===== src/sv/v3n_pkg.sv =====
`default_nettype none
package v3n_pkg;

    // Control that travels down the row of cells with each request
    typedef struct packed {
        logic valid;
        logic zero;
    } t_ctl;

endpackage
`default_nettype wire


===== src/sv/v3n_square.sv =====
`default_nettype none
module v3n_square #(
    parameter int unsigned W  = 16,
    parameter int unsigned F  = 14,
    parameter int unsigned SW = 2 * W,
    parameter int unsigned BW = 2 * W + F + 2,
    parameter int unsigned RW = 2 * W + 2 * F + 5
) (
    input  wire                 i_clk,
    input  wire                 i_rst_n,
    input  wire                 i_en,
    input  wire                 i_valid,
    input  wire [2:0][W-1:0]    i_comp,
    output v3n_pkg::t_ctl       o_ctl,
    output logic [SW-1:0]       o_s,
    output logic [2:0]          o_neg,
    output logic [2:0][F:0]     o_q,
    output logic [2:0][BW-1:0]  o_b,
    output logic [2:0][RW-1:0]  o_d
);

    logic [2:0][W-1:0]  mag;
    logic [2:0][SW-1:0] sq;
    logic [SW-1:0]      n_s;

    v3n_pkg::t_ctl      r_ctl;
    logic [SW-1:0]      r_s;
    logic [2:0]         r_neg;
    logic [2:0][RW-1:0] r_d;

    // Magnitudes and squares; the most negative code keeps its true size
    always_comb begin
        for (int k = 0; k < 3; k++) begin
            mag[k] = i_comp[k][W-1] ? (~i_comp[k] + W'(1)) : i_comp[k];
            sq[k]  = SW'(mag[k]) * SW'(mag[k]);
        end
        n_s = sq[0] + sq[1] + sq[2];
    end

    always_ff @(posedge i_clk) begin
        if (!i_rst_n) begin
            r_ctl <= '0;
        end else if (i_en) begin
            r_ctl.valid <= i_valid;
            r_ctl.zero  <= (n_s == '0);
        end
    end

    // Remainder starts at 4 * (|c| * 2^F)^2
    always_ff @(posedge i_clk) begin
        if (i_en) begin
            r_s <= n_s;
            for (int k = 0; k < 3; k++) begin
                r_neg[k] <= i_comp[k][W-1];
                r_d[k]   <= RW'(sq[k]) << (2 * F + 2);
            end
        end
    end

    assign o_ctl = r_ctl;
    assign o_s   = r_s;
    assign o_neg = r_neg;
    assign o_q   = '0;
    assign o_b   = '0;
    assign o_d   = r_d;

endmodule
`default_nettype wire


===== config.mk =====
export PLATFORM = sky130hd
export DESIGN_NAME = v3n_square
export DESIGN_NICKNAME = d
export VERILOG_FILES = /design/src/sv/v3n_pkg.sv /design/src/sv/v3n_square.sv
export SDC_FILE = /design/constraint.sdc
export NUM_CORES = 1
export LEC_CHECK = 0
export BUFFER_PORTS_ARGS = -buffer_cell sky130_fd_sc_hd__buf_2
export CAP_MARGIN = 20
export CELL_PAD_IN_SITES_DETAIL_PLACEMENT = 0
export CELL_PAD_IN_SITES_GLOBAL_PLACEMENT = 2
export CORE_UTILIZATION = 34
export CTS_CLUSTER_SIZE = 10
export DETAILED_ROUTE_END_ITERATION = 16
export GPL_ROUTABILITY_DRIVEN = 1
export PLACE_DENSITY_LB_ADDON = 0.1
export SETUP_SLACK_MARGIN = 0.3
export SLEW_MARGIN = 30
export SYNTH_ARGS = -nofsm -noshare
export SYNTH_HDL_FRONTEND = slang
export SYNTH_SLANG_ARGS = --single-unit

===== constraint.sdc =====
create_clock -name i_clk -period 9.85 [get_ports i_clk]
set_input_delay 0 -clock i_clk [delete_from_list [all_inputs] [get_ports i_clk]]
set_output_delay 0 -clock i_clk [all_outputs]
set_load 0.05 [all_outputs]

==> summary.txt <==
run status - completed
area overhead of the layout relative to synthesis - 20.9%
share of synthesized registers carrying an async set or reset - 0%
largest cells by area after synthesis - sky130_fd_sc_hd__fa_1, sky130_fd_sc_hd__ha_1, sky130_fd_sc_hd__edfxtp_1
Clock Skews - 0 ns
largest fanout on the critical path - 3
deepest level of the CTS H-tree - 4
filler cell count in the final layout - 8,936
Max Root-Sink Buffers - 2
final clock period utilization by the worst path - 97.4%
Ant. Diodes - 0
number of vias per cell after detailed routing - 4.41
aggregate global routing overflow - 0
worst setup timing slack at the placement stage - -0.481 ns
antenna-violating nets left - 0
horizontal die dimension - 299 microns
# rows - 108
Synth Cell Area - 30,100 sq um
path type of the worst setup path - in -> reg
DRC violations left - 0
synthesized instance count - 3,214
final WL - 84.4 mm
number of flops mapped to enable cells by yosys - 128
clk sinks - 130
number of top-level pins - 473
chip height - 299 microns
reg-to-reg slack, setup - 8.67 ns
kind of path behind the tightest hold check - in -> reg
average wire per standard cell - 16.7 microns
Avg Cell Area, Syn - 9.36 sq um
CP startpoint kind - input port
number of max-capacitance violations reported - 0
Most Crowded Layer GR - met2
final worst hold slack - 0.0230 ns
start point of the critical path - i_comp[36]
Setup WS post-layout - 0.260 ns
critical path data arrival time - 10.00 ns
last weighted congestion value of the routability-driven placer - 0.847
fraction of final layout cells with drive strength greater than 1 - 21.3%
largest net degree at the start of global routing - 76
initial antenna violation count - 8
Detailed Place HPWL - 75.0 mm
start of the worst register-to-register path - o_ctl[1]$_SDFFE_PN0P_
global-route met2 utilization - 32.1%
global-route wire length before repair - 132 mm
total number of vias - 22,281
min cycle time layout - 9.59 ns
number of pins exceeding their max-slew limit in the final report - 0
master cell of the clock root buffer - sky130_fd_sc_hd__clkbuf_16
Post-DP Area - 34,900 sq um
critical path's most frequent cell - sky130_fd_sc_hd__fa_1
most instantiated flip-flop cell in the synthesis netlist - sky130_fd_sc_hd__edfxtp_1
Total Nets Final - 4,769
vias in the first global route - 23,969
largest area contributor in the synthesized netlist - sky130_fd_sc_hd__fa_1
proportion of synthesized chip area in sequential cells - 12.9%
CTS Buf Count - 17
core region area - 87,200 sq um
final number of hold-violating endpoints - 0
count of port buffers added during placement - 181
delay of the slowest cell on the worst path - 0.57 ns
met1 routing resource usage after global routing - 26.7%
CTS tree - done
Synth Warn # - 0
distinct cell type count of the synthesized netlist - 71
clock insertion delay at the later pin of the skew report - 0.47 ns
fin area - 36,300 sq um
starting density of the core - 34.5%
Die Area - 89,600 sq um
final setup violating endpoints - 0
area share of the largest cell type after synthesis - 34.7%
Data required, critical path - 10.26 ns
crit end category - flip-flop
hold path start - i_en
highest-delay cell along the critical path - sky130_fd_sc_hd__fa_1
RSZ-0062 raised after global routing - true
number of violations reported at the end of detailed-routing iteration 0 - 841
maximum frequency from static timing analysis - 104 MHz
met3 capacity usage during global routing - 2.04%
clock-pin slew on the worst setup and hold paths - 0.07 ns
total routing usage reported by global routing - 19.2%
remaining max-slew budget at the tightest pin - 35.3%
worst slew pin tran - 0.963 ns
Initial DRT Pass Iterations - 5
number of register bits inferred by synthesis - 130
placed cells by master (no fill, tap or decap), types with 16 or more instances in the layout:
cell type and instances:
sky130_fd_sc_hd__o21bai_1 17, sky130_fd_sc_hd__inv_1 765, sky130_fd_sc_hd__a21o_1 61, sky130_fd_sc_hd__clkbuf_16 17
sky130_fd_sc_hd__a21oi_1 71, sky130_fd_sc_hd__buf_2 178, sky130_fd_sc_hd__xnor2_1 90, sky130_fd_sc_hd__nor2_1 214
sky130_fd_sc_hd__ha_1 302, sky130_fd_sc_hd__conb_1 325, sky130_fd_sc_hd__o21ai_0 45, sky130_fd_sc_hd__fa_1 516
sky130_fd_sc_hd__edfxtp_1 128, sky130_fd_sc_hd__o21a_1 19, sky130_fd_sc_hd__nor2b_1 16, sky130_fd_sc_hd__nand3_1 21
sky130_fd_sc_hd__buf_4 469, sky130_fd_sc_hd__xor2_1 69, sky130_fd_sc_hd__nand2_1 231, sky130_fd_sc_hd__nand2b_1 19
synthesized netlist by cell type (13+ instances only):
library cell               count
sky130_fd_sc_hd__a21o_1       61
sky130_fd_sc_hd__a21oi_1      87
sky130_fd_sc_hd__a31oi_1      14
sky130_fd_sc_hd__buf_4       291
sky130_fd_sc_hd__clkbuf_1     43
sky130_fd_sc_hd__clkinv_1     13
sky130_fd_sc_hd__edfxtp_1    128
sky130_fd_sc_hd__fa_1        522
sky130_fd_sc_hd__ha_1        315
sky130_fd_sc_hd__inv_1       769
sky130_fd_sc_hd__nand2_1     238
sky130_fd_sc_hd__nand2b_1     19
sky130_fd_sc_hd__nand3_1      22
sky130_fd_sc_hd__nor2_1      223
sky130_fd_sc_hd__nor2b_1      16
sky130_fd_sc_hd__nor3_1       14
sky130_fd_sc_hd__o21a_1       19
sky130_fd_sc_hd__o21ai_0      54
sky130_fd_sc_hd__o21bai_1     18
sky130_fd_sc_hd__o31ai_1      15
sky130_fd_sc_hd__or4_1        13
sky130_fd_sc_hd__xnor2_1      97
sky130_fd_sc_hd__xor2_1       76
per-stage QoR:
stage / cells / setup TNS [ns] / utilization, %
2_1_floorplan: 3537 / 0 / -
3_3_place_gp: 4988 / -0.830 / 40.0
3_5_place_dp: 4988 / -1.20 / 40.0
6_report: 5048 / 0 / 41.7
4_1_cts: 5036 / 0 / 41.2
5_1_grt: 5048 / -0.129 / 41.7
state kept, by name, indices dropped and copies added (netlist names):
signal and count:
o_neg 3, o_ctl 2, o_d 93, o_s 32
worst max-delay path, delay by kind of cell:
kind                       cells  cell delay, ns
buffers and inverters          7            0.55
and+or+nand+nor               14            4.02
adders and majority gates      9            3.88
AOI/OAI and AO/OA              6            0.95
xor gates and xnor gates       3            0.58
what timing repair did:
action / 4_1_cts / 5_1_grt
buffers inserted: 8 / 12
hold endpoints to repair: 7 / 0
gates resized for setup: 50 / 68
hold buffers: 8 / 0
pin swaps: 25 / 50
endpoints found under the setup margin: 2 / 4
area by class of cell:
class                      count  area [sq um]  area share [%]
inverter                     790          2970            8.18
multi-input combinational   2280         22900            62.9
clock buffer                  17           425            1.17
clock inverter                15           204           0.561
timing repair buffer         661          4560            12.5
tap                         1155          1450            3.98
sequential                   130          3880            10.7
path summary, 6_finish.rpt:
check,depth (start not counted),endpoint
hold reg to reg,2,o_ctl[0]$_SDFFE_PN0P_
setup reg to reg,3,o_ctl[1]$_SDFFE_PN0P_
setup / recovery,39,o_ctl[0]$_SDFFE_PN0P_
hold / removal,1,o_neg[1]$_DFFE_PP_
cell families (layout without fill, tap and decap cells):
group                    after synthesis  after routing  synth area share (%)
buffers and inverters               1127           1483                  17.7
adder cells (fa/ha/maj)              837            837                  47.9
AND/OR/NAND/NOR                      602            602                  8.80
AO/OA/AOI/OAI                        336            336                  7.24
XOR/XNOR                             178            178                  5.35
flip-flops                           130            130                  12.9
other                                  2            325                0.0250
multiplexers                           2              2                0.0666
per-layer routing:
| metal | vias to the layer above | wire [microns] |
|---|---|---|
| met5 | - | 0 |
| met2 | 406 | 40700 |
| li1 | 10615 | - |
| met3 | 70 | 2610 |
| met4 | 0 | 1580 |
| met1 | 11190 | 39500 |
Power is not shown: default switching activity piles up to over one toggle a cycle in this logic, so the estimate is an artifact.
